===== src/hdl/oil_pkg.sv =====
`timescale 1ns / 1ps

package oil_pkg;

  localparam int WORD_BITS    = 64;
  localparam int CHUNK_BITS   = 8;
  localparam int CHUNKS       = WORD_BITS / CHUNK_BITS;
  localparam int CHUNK_IDX_W  = $clog2(CHUNKS);
  localparam int BIT_IDX_W    = $clog2(CHUNK_BITS);
  localparam int ORB_W        = 8;
  localparam int CNT_W        = 9;
  localparam int CFG_IDX_W    = 2;
  localparam int CFG_DATA_W   = 9;
  localparam int MAX_WORDS_DEF = 4;

  localparam logic [CNT_W-1:0] CNT_MAX = '1;

  // register indexes on the config port
  localparam logic [CFG_IDX_W-1:0] REG_LIST_KIND     = 2'd0;
  localparam logic [CFG_IDX_W-1:0] REG_INTERLEAVE    = 2'd1;
  localparam logic [CFG_IDX_W-1:0] REG_ORBITAL_COUNT = 2'd2;

  typedef enum logic [2:0] {
    ST_IDLE = 3'b001,
    ST_SCAN = 3'b010,
    ST_MARK = 3'b100
  } state_t;

  // lowest set bit of one chunk (0 for an empty chunk)
  function automatic logic [BIT_IDX_W-1:0] lowest_bit(input logic [CHUNK_BITS-1:0] c);
    logic [BIT_IDX_W-1:0] n;
    n = '0;
    for (int i = CHUNK_BITS - 1; i >= 0; i--) begin
      if (c[i]) n = BIT_IDX_W'(i);
    end
    return n;
  endfunction

endpackage


===== src/hdl/orbital_index_lister.sv =====
`timescale 1ns / 1ps

// Channel   Dir  Handshake            Payload
// in_       in   in_valid/in_stall    occupation_word[63:0], word_last
// out_      out  out_valid/out_stall  orbital, slot, entry_valid, list_end, total_entries
// cfg_      in   cfg_wr_en            cfg_index[1:0], cfg_data[8:0]
//
// Each word is loaded, then scanned chunk by chunk: an 8-bit chunk that holds no
// remaining bit moves the scan on to the next chunk, and each set bit is listed in turn.
// Unless out_stall holds it, the scan unit looks at a single chunk per cycle and emits
// at most one entry per cycle; a final word with nothing to list gets a bare end marker.
// Reset (rst_n low, synchronous) clears the counters, the FSM and the config to
// list_kind 0, interleave 0, orbital_count 256. in_stall stays high while a word is
// being scanned; out_stall simply holds the scan until the output register frees up.

module orbital_index_lister #(
  parameter int MAX_WORDS = oil_pkg::MAX_WORDS_DEF
) (
  input  logic                          clk,
  input  logic                          rst_n,
  // input channel
  input  logic                          in_valid,
  output logic                          in_stall,
  input  logic [oil_pkg::WORD_BITS-1:0] in_occupation_word,
  input  logic                          in_word_last,
  // result channel
  output logic                          out_valid,
  input  logic                          out_stall,
  output logic [oil_pkg::ORB_W-1:0]     out_orbital,
  output logic [oil_pkg::ORB_W-1:0]     out_slot,
  output logic                          out_entry_valid,
  output logic                          out_list_end,
  output logic [oil_pkg::CNT_W-1:0]     out_total_entries,
  // config port
  input  logic                          cfg_wr_en,
  input  logic [oil_pkg::CFG_IDX_W-1:0] cfg_index,
  input  logic [oil_pkg::CFG_DATA_W-1:0] cfg_data
);
  import oil_pkg::*;

  localparam int WI_W = (MAX_WORDS > 1) ? $clog2(MAX_WORDS) : 1;
  localparam logic [WI_W-1:0] WI_LAST = WI_W'(MAX_WORDS - 1);

  // config registers
  logic             list_kind_r;
  logic             interleave_r;
  logic [CNT_W-1:0] orbital_count_r;

  // list state
  state_t               state_r, state_nxt;
  logic [WORD_BITS-1:0] w_r, w_nxt;
  logic                 last_r, last_nxt;
  logic [CHUNK_IDX_W-1:0] chunk_r, chunk_nxt;
  logic [WI_W-1:0]      word_index_r, word_index_nxt;
  logic [CNT_W-1:0]     entry_count_r, entry_count_nxt;
  logic [ORB_W-1:0]     alpha_count_r, alpha_count_nxt;
  logic [ORB_W-1:0]     beta_count_r, beta_count_nxt;

  // output register
  logic             out_valid_r, out_valid_nxt;
  logic [ORB_W-1:0] orbital_r, orbital_nxt;
  logic [ORB_W-1:0] slot_r, slot_nxt;
  logic             entry_valid_r, entry_valid_nxt;
  logic             list_end_r, list_end_nxt;
  logic [CNT_W-1:0] total_r, total_nxt;

  // load path: invert and mask in virtual mode
  logic                 in_accept;
  logic [5:0]           rem;
  logic [WORD_BITS-1:0] keep_mask;
  logic [WORD_BITS-1:0] w_load;

  // scan datapath
  logic                   out_free;
  logic [CHUNK_BITS-1:0]  chunk_bits;
  logic [CHUNK_BITS-1:0]  chunk_clr;
  logic [BIT_IDX_W-1:0]   bit_pos;
  logic [WORD_BITS-1:0]   w_clr;
  logic                   w_clr_any;
  logic [ORB_W-1:0]       wi_ext;
  logic [ORB_W-1:0]       orb;
  logic [CNT_W-1:0]       count_inc;
  logic [ORB_W-1:0]       alpha_inc;
  logic [ORB_W-1:0]       beta_inc;

  assign in_stall  = (state_r != ST_IDLE);
  assign in_accept = in_valid && !in_stall;
  assign out_free  = !out_valid_r || !out_stall;

  assign rem = orbital_count_r[5:0];

  always_comb begin
    for (int j = 0; j < WORD_BITS; j++) begin
      keep_mask[j] = (6'(j) < rem);
    end
  end

  always_comb begin
    w_load = in_occupation_word;
    if (list_kind_r) begin
      w_load = ~in_occupation_word;
      if (in_word_last && (rem != 6'd0)) w_load = w_load & keep_mask;
    end
  end

  // one chunk per cycle while the output is free: pick its lowest bit, clear it
  assign chunk_bits = w_r[chunk_r*CHUNK_BITS +: CHUNK_BITS];
  assign bit_pos    = lowest_bit(chunk_bits);
  assign chunk_clr  = chunk_bits & (chunk_bits - CHUNK_BITS'(1));

  always_comb begin
    w_clr = w_r;
    w_clr[chunk_r*CHUNK_BITS +: CHUNK_BITS] = chunk_clr;
  end
  assign w_clr_any = |w_clr;

  // orbital keeps only its low 8 bits, so two bits of word index reach it
  assign wi_ext    = ORB_W'(word_index_r);
  assign orb       = {wi_ext[1:0], chunk_r, bit_pos};
  assign count_inc = (entry_count_r == CNT_MAX) ? entry_count_r : entry_count_r + CNT_W'(1);
  assign alpha_inc = alpha_count_r + ORB_W'(1);
  assign beta_inc  = beta_count_r + ORB_W'(1);

  always_comb begin
    state_nxt       = state_r;
    w_nxt           = w_r;
    last_nxt        = last_r;
    chunk_nxt       = chunk_r;
    word_index_nxt  = word_index_r;
    entry_count_nxt = entry_count_r;
    alpha_count_nxt = alpha_count_r;
    beta_count_nxt  = beta_count_r;
    out_valid_nxt   = out_valid_r && out_stall;
    orbital_nxt     = orbital_r;
    slot_nxt        = slot_r;
    entry_valid_nxt = entry_valid_r;
    list_end_nxt    = list_end_r;
    total_nxt       = total_r;

    unique case (state_r)
      ST_IDLE: begin
        if (in_accept) begin
          w_nxt     = w_load;
          last_nxt  = in_word_last;
          chunk_nxt = '0;
          if (|w_load) begin
            state_nxt = ST_SCAN;
          end else if (in_word_last) begin
            state_nxt = ST_MARK;
          end else begin
            // empty non-final word: nothing to emit
            word_index_nxt = (word_index_r == WI_LAST) ? '0 : word_index_r + WI_W'(1);
          end
        end
      end

      ST_SCAN: begin
        if (out_free) begin
          if (chunk_bits == '0) begin
            chunk_nxt = chunk_r + CHUNK_IDX_W'(1);
          end else begin
            w_nxt           = w_clr;
            entry_count_nxt = count_inc;
            out_valid_nxt   = 1'b1;
            orbital_nxt     = orb;
            entry_valid_nxt = 1'b1;
            list_end_nxt    = last_r && !w_clr_any;
            total_nxt       = count_inc;
            if (interleave_r) begin
              if (orb[0]) begin
                // beta: slot 2*beta_count+1
                beta_count_nxt = beta_inc;
                slot_nxt       = {beta_count_r[ORB_W-2:0], 1'b1};
              end else begin
                // alpha: slot 2*alpha_count
                alpha_count_nxt = alpha_inc;
                slot_nxt        = {alpha_count_r[ORB_W-2:0], 1'b0};
              end
            end else begin
              slot_nxt = entry_count_r[ORB_W-1:0];
            end
            if (!w_clr_any) begin
              state_nxt = ST_IDLE;
              if (last_r) begin
                word_index_nxt  = '0;
                entry_count_nxt = '0;
                alpha_count_nxt = '0;
                beta_count_nxt  = '0;
              end else begin
                word_index_nxt = (word_index_r == WI_LAST) ? '0 : word_index_r + WI_W'(1);
              end
            end
          end
        end
      end

      ST_MARK: begin
        // final word with nothing listed: bare end marker
        if (out_free) begin
          out_valid_nxt   = 1'b1;
          orbital_nxt     = '0;
          slot_nxt        = '0;
          entry_valid_nxt = 1'b0;
          list_end_nxt    = 1'b1;
          total_nxt       = entry_count_r;
          word_index_nxt  = '0;
          entry_count_nxt = '0;
          alpha_count_nxt = '0;
          beta_count_nxt  = '0;
          state_nxt       = ST_IDLE;
        end
      end

      default: state_nxt = ST_IDLE;
    endcase
  end

  always_ff @(posedge clk) begin
    if (!rst_n) begin
      state_r       <= ST_IDLE;
      word_index_r  <= '0;
      entry_count_r <= '0;
      alpha_count_r <= '0;
      beta_count_r  <= '0;
      out_valid_r   <= 1'b0;
    end else begin
      state_r       <= state_nxt;
      word_index_r  <= word_index_nxt;
      entry_count_r <= entry_count_nxt;
      alpha_count_r <= alpha_count_nxt;
      beta_count_r  <= beta_count_nxt;
      out_valid_r   <= out_valid_nxt;
    end
  end

  // payload registers, no reset
  always_ff @(posedge clk) begin
    w_r           <= w_nxt;
    last_r        <= last_nxt;
    chunk_r       <= chunk_nxt;
    orbital_r     <= orbital_nxt;
    slot_r        <= slot_nxt;
    entry_valid_r <= entry_valid_nxt;
    list_end_r    <= list_end_nxt;
    total_r       <= total_nxt;
  end

  // config writes
  always_ff @(posedge clk) begin
    if (!rst_n) begin
      list_kind_r     <= 1'b0;
      interleave_r    <= 1'b0;
      orbital_count_r <= CNT_W'(256);
    end else if (cfg_wr_en) begin
      unique case (cfg_index)
        REG_LIST_KIND:     list_kind_r     <= cfg_data[0];
        REG_INTERLEAVE:    interleave_r    <= cfg_data[0];
        REG_ORBITAL_COUNT: orbital_count_r <= cfg_data[CNT_W-1:0];
        default: ;
      endcase
    end
  end

  assign out_valid         = out_valid_r;
  assign out_orbital       = orbital_r;
  assign out_slot          = slot_r;
  assign out_entry_valid   = entry_valid_r;
  assign out_list_end      = list_end_r;
  assign out_total_entries = total_r;

endmodule

===== config.mk =====
export PLATFORM = sky130hd
export DESIGN_NAME = orbital_index_lister
export DESIGN_NICKNAME = d
export VERILOG_FILES = /design/src/hdl/oil_pkg.sv /design/src/hdl/orbital_index_lister.sv
export SDC_FILE = /design/constraint.sdc
export NUM_CORES = 1
export LEC_CHECK = 0
export ABC_CLOCK_PERIOD_IN_PS = 6600
export BUFFER_PORTS_ARGS = -buffer_cell sky130_fd_sc_hd__buf_2
export CORE_MARGIN = 2
export CORE_UTILIZATION = 45
export DETAILED_ROUTE_END_ITERATION = 7
export PLACE_DENSITY = 0.68
export RECOVER_POWER = 25
export SLEW_MARGIN = 15
export SYNTH_ARGS = -nofsm -noshare
export SYNTH_HDL_FRONTEND = slang
export SYNTH_SLANG_ARGS = --single-unit

===== constraint.sdc =====
create_clock -name clk -period 6.6 [get_ports clk]
set_input_delay 0.33 -clock clk [delete_from_list [all_inputs] [get_ports clk]]
set_output_delay 0.33 -clock clk [all_outputs]
set_load 0.1 [all_outputs]

==> flow_metrics.py <==
metrics = {
    "cells_and_area": {
        "register_area_mm2": 0.00359,
        "nFillCells": 2015,
        "fin_area_mm2": 0.0108,
        "nets": 1264,
        "layout-drive-gt1-share": 0.134,
        "fin_cells": 1464,
        "multiInputGateArea_mm2": 0.00558,
        "final_cell_mix": "115 x a21oi_1, 113 x nor2_1, 95 x edfxtp_1",
        "layout_commonest_cell": "a21oi_1",
        "diodes": 0,
        "area_growth_pct": 11.6,
    },
    "sta": {
        "fin_crit_ns": 5.29,
        "maxSlewViolCount": 126,
        "post-route-period-util": 0.801,
        "setup_tns_ns": 0,
        "relSlewSlack": -1.37,
        "max_clock_freq_mhz": 189,
        "worstMarginPinSlew_ns": 3.56,
        "fin_skew_ns": 0.0124,
        "hold_viol_final": 0,
        "setup-violations-final": 0,
        "hold_slack_ns": 0.129,
        "rsz0062_at_grt": "false",
    },
    "power_and_ir_drop": {
        "pwr-share-comb": 0.231,
        "leakage_nw": 3.79,
        "vdd.ir_drop.worst_uv": 188,
        "sw_frac_of_total": 0.335,
        "internal_power_mw": 1.66,
        "pwr-share-clk": 0.364,
        "p_sw_uw": 838,
        "power.density_mw_per_mm2": 232,
        "power_frac_seq": 0.405,
    },
    "grt": {
        "grt_pass1_wl_um": 50000,
        "grt_max_degree": 80,
        "grtUsageTotal": 0.291,
        "overflow": 0,
        "antenna_found_initial": 0,
        "grt_pass1_vias": 8663,
    },
    "logic_synthesis": {
        "ys_seq_elements": 132,
        "synthAdderAreaFrac": 0.00906,
        "async_flop_share": 0,
        "synth.top_cell.area_share": 0.295,
        "synthFlopType": "edfxtp_1",
        "synth-xor-area-share": 0.0281,
        "syn_avg_cell_area_um2": 8.59,
        "synth_edf_count": 95,
        "yosys.area_share.simple": 0.214,
        "synth_area_leaders": "edfxtp_1 30%, dfxtp_1 7.7%, a21oi_1 6.0%, nor2_1 4.4%, a211oi_1 4.3%",
        "syn_nets": 1213,
        "synthMuxAreaShare": 0.0757,
        "synth_top_family_by_area": "compound AO/OA/AOI/OAI gates",
        "synth_area_mm2": 0.00967,
        "yosysSeqAreaShare": 0.372,
        "synth-compound-area-share": 0.247,
        "synthDistinctLibCells": 83,
        "yosys_warnings": 0,
        "syn_inst": 1125,
        "yosys.area.top_type": "edfxtp_1",
    },
    "detailed_routing": {
        "wl_per_cell_um": 22.4,
        "avgViaCountPerCell": 6.54,
        "wl_met2_um": 14000,
        "vias": 9579,
        "remaining_drc_errors": 0,
        "met1_length_um": 14300,
        "drtIter0Drc": 1264,
        "routed_wl_um": 32800,
        "top_layer": "met4",
        "drtAntennaViolNets": 0,
        "wl_met3_um": 3210,
        "first_pass_iters": 6,
    },
    "cts": {
        "cts_tree": "built",
        "post_cts_buffers": 0,
        "post_cts_resized": 0,
        "cts_hold_buffers": 0,
        "clock-root-buffer": "clkbuf_16",
        "htreeDepth": 4,
        "cts_inserted_buffers": 17,
        "path_clk_slew_ns": 0.06,
        "clockBufferDepth": 2,
        "worst_skew_pair.late_latency_ns": 0.43,
        "cts.sinks": 132,
    },
    "floorplan": {
        "die_area_mm2": 0.0227,
        "start_util": 0.459,
        "coreArea_mm2": 0.0211,
        "num_rows": 53,
        "io_pins": 110,
        "die_h_um": 151,
        "die_w_um": 151,
    },
    "outcome": {
        "status": "finished with violations",
        "violations": "max-capacitance violations, max-slew violations",
    },
    "critical_path": {
        "crit_path_end_kind": "flop",
        "critPathBufInv": 1,
        "required_ns": 6.91,
        "critPathKind": "flop to flop",
        "path_cells": "clkbuf_1, or4_1, o21ai_1, o21ai_0, nand3_1, or4_1, or4_1, o41ai_2, o21ai_1, mux2i_1",
        "crit_fanout": 28,
        "cpMostUsedCell": "or4_1",
        "critPathArrivalTime_ns": 5.59,
        "crit_family": "simple AND/OR/NAND/NOR gates",
        "slowest_stage": "clkbuf_1",
        "cp-start-kind": "flop",
        "cpPeakStageDelay_ns": 0.92,
    },
    "placed_design": {
        "dp_cells": 1432,
        "port_buffers": 106,
        "place.gp.congestion": 0.986,
        "dpl.hpwl_um": 23800,
        "post_dp_cell_area_mm2": 0.0103,
    },
    "job": {
        "max_cap_viol_count": 2,
    },
    "hold_path": {
        "hp-class": "primary input to flop",
    },
}
==> routing by layer <==
metal	GRT usage	up-vias
met3	0.0639	79
met2	0.416	537
met4	0.115	0
met1	0.426	4541
li1	-	4422
met5	0	-
==> flip-flops by register name (all words and copies together) (netlist names) <==
name and count:
w_r 64, entry_count_r 9, out_total_entries 9, out_orbital 8
out_slot 8, alpha_count_r 7, beta_count_r 7, orbital_count_r 6
chunk_r 3, state_r 3, word_index_r 2, interleave_r 1
last_r 1, list_kind_r 1, out_entry_valid 1, out_list_end 1
out_valid 1
==> per-stage QoR <==
| step | setup slack, ns | power (mW) | util |
|---|---|---|---|
| after floorplan | 1.16 | 1.40 | - |
| after global placement | 1.55 | 1.59 | 0.489 |
| after detailed placement | 1.52 | 1.59 | 0.489 |
| after CTS | 1.47 | 2.49 | 0.515 |
| after global routing | 1.10 | 2.59 | 0.512 |
| final | 1.31 | 2.50 | 0.512 |
==> tightest hold or removal path: cells and delay by family <==
kind                   cells  cell delay (ns)
and+or+nand+nor            1             0.07
buffers and inverters      1             0.07
muxes                      1             0.05
==> synth_stat cells (8+ instances only) <==
master    count
a21oi_1     116
nor2_1      113
edfxtp_1     95
nand2_1      90
clkbuf_1     68
a211oi_1     56
o21ai_0      51
nor3_1       47
mux2i_1      39
dfxtp_1      37
a31oi_1      31
nor4_1       26
inv_1        24
nand3_1      22
and3_1       21
xnor2_1      19
nand4_1      17
and2_1       14
nor2b_1      13
buf_2        12
mux4_2       12
xor2_1       12
o211ai_1     11
a311oi_1      9
nand2b_1      9
o221ai_1      9
or3_1         9
buf_1         8
==> power by group through the flow <==
stage | Sequential (mW) | Clock, mW | Combinational [mW]
3_5_place_dp | 1.03 | 0 | 0.562
4_1_cts | 1.01 | 0.918 | 0.564
2_1_floorplan | 1.03 | 0 | 0.368
5_1_grt | 1.02 | 0.957 | 0.613
6_report | 1.01 | 0.911 | 0.578
3_3_place_gp | 1.03 | 0 | 0.561
==> final cells by class <==
type,instances,share of cell area
Clock buffer,21,0.0437
Timing Repair Buffer,128,0.0578
Clock inverter,11,0.00800
Multi-Input combinational cell,872,0.517
Inverter,25,0.00869
Sequential cell,132,0.333
Tap cell,275,0.0319
==> worst paths after layout <==
check	startpoint	end	slack [ns]	cells past startpoint
max	orbital_count_r[1]$_SDFFE_PN0P_	word_index_r[0]$_SDFFE_PN0P_	1.31	10
min	cfg_data[3]	orbital_count_r[3]$_SDFFE_PN0P_	0.13	3
max reg2reg	orbital_count_r[1]$_SDFFE_PN0P_	word_index_r[0]$_SDFFE_PN0P_	1.31	10
min reg2reg	word_index_r[0]$_SDFFE_PN0P_	word_index_r[0]$_SDFFE_PN0P_	0.50	2
==> logic make-up after synthesis <==
logic type | after synthesis
fa+ha+maj | 7
buf+inv | 121
simple gates | 413
xor+xnor | 31
mux | 57
compound gates | 364
flops | 132
(Power assumes the default switching activity.)
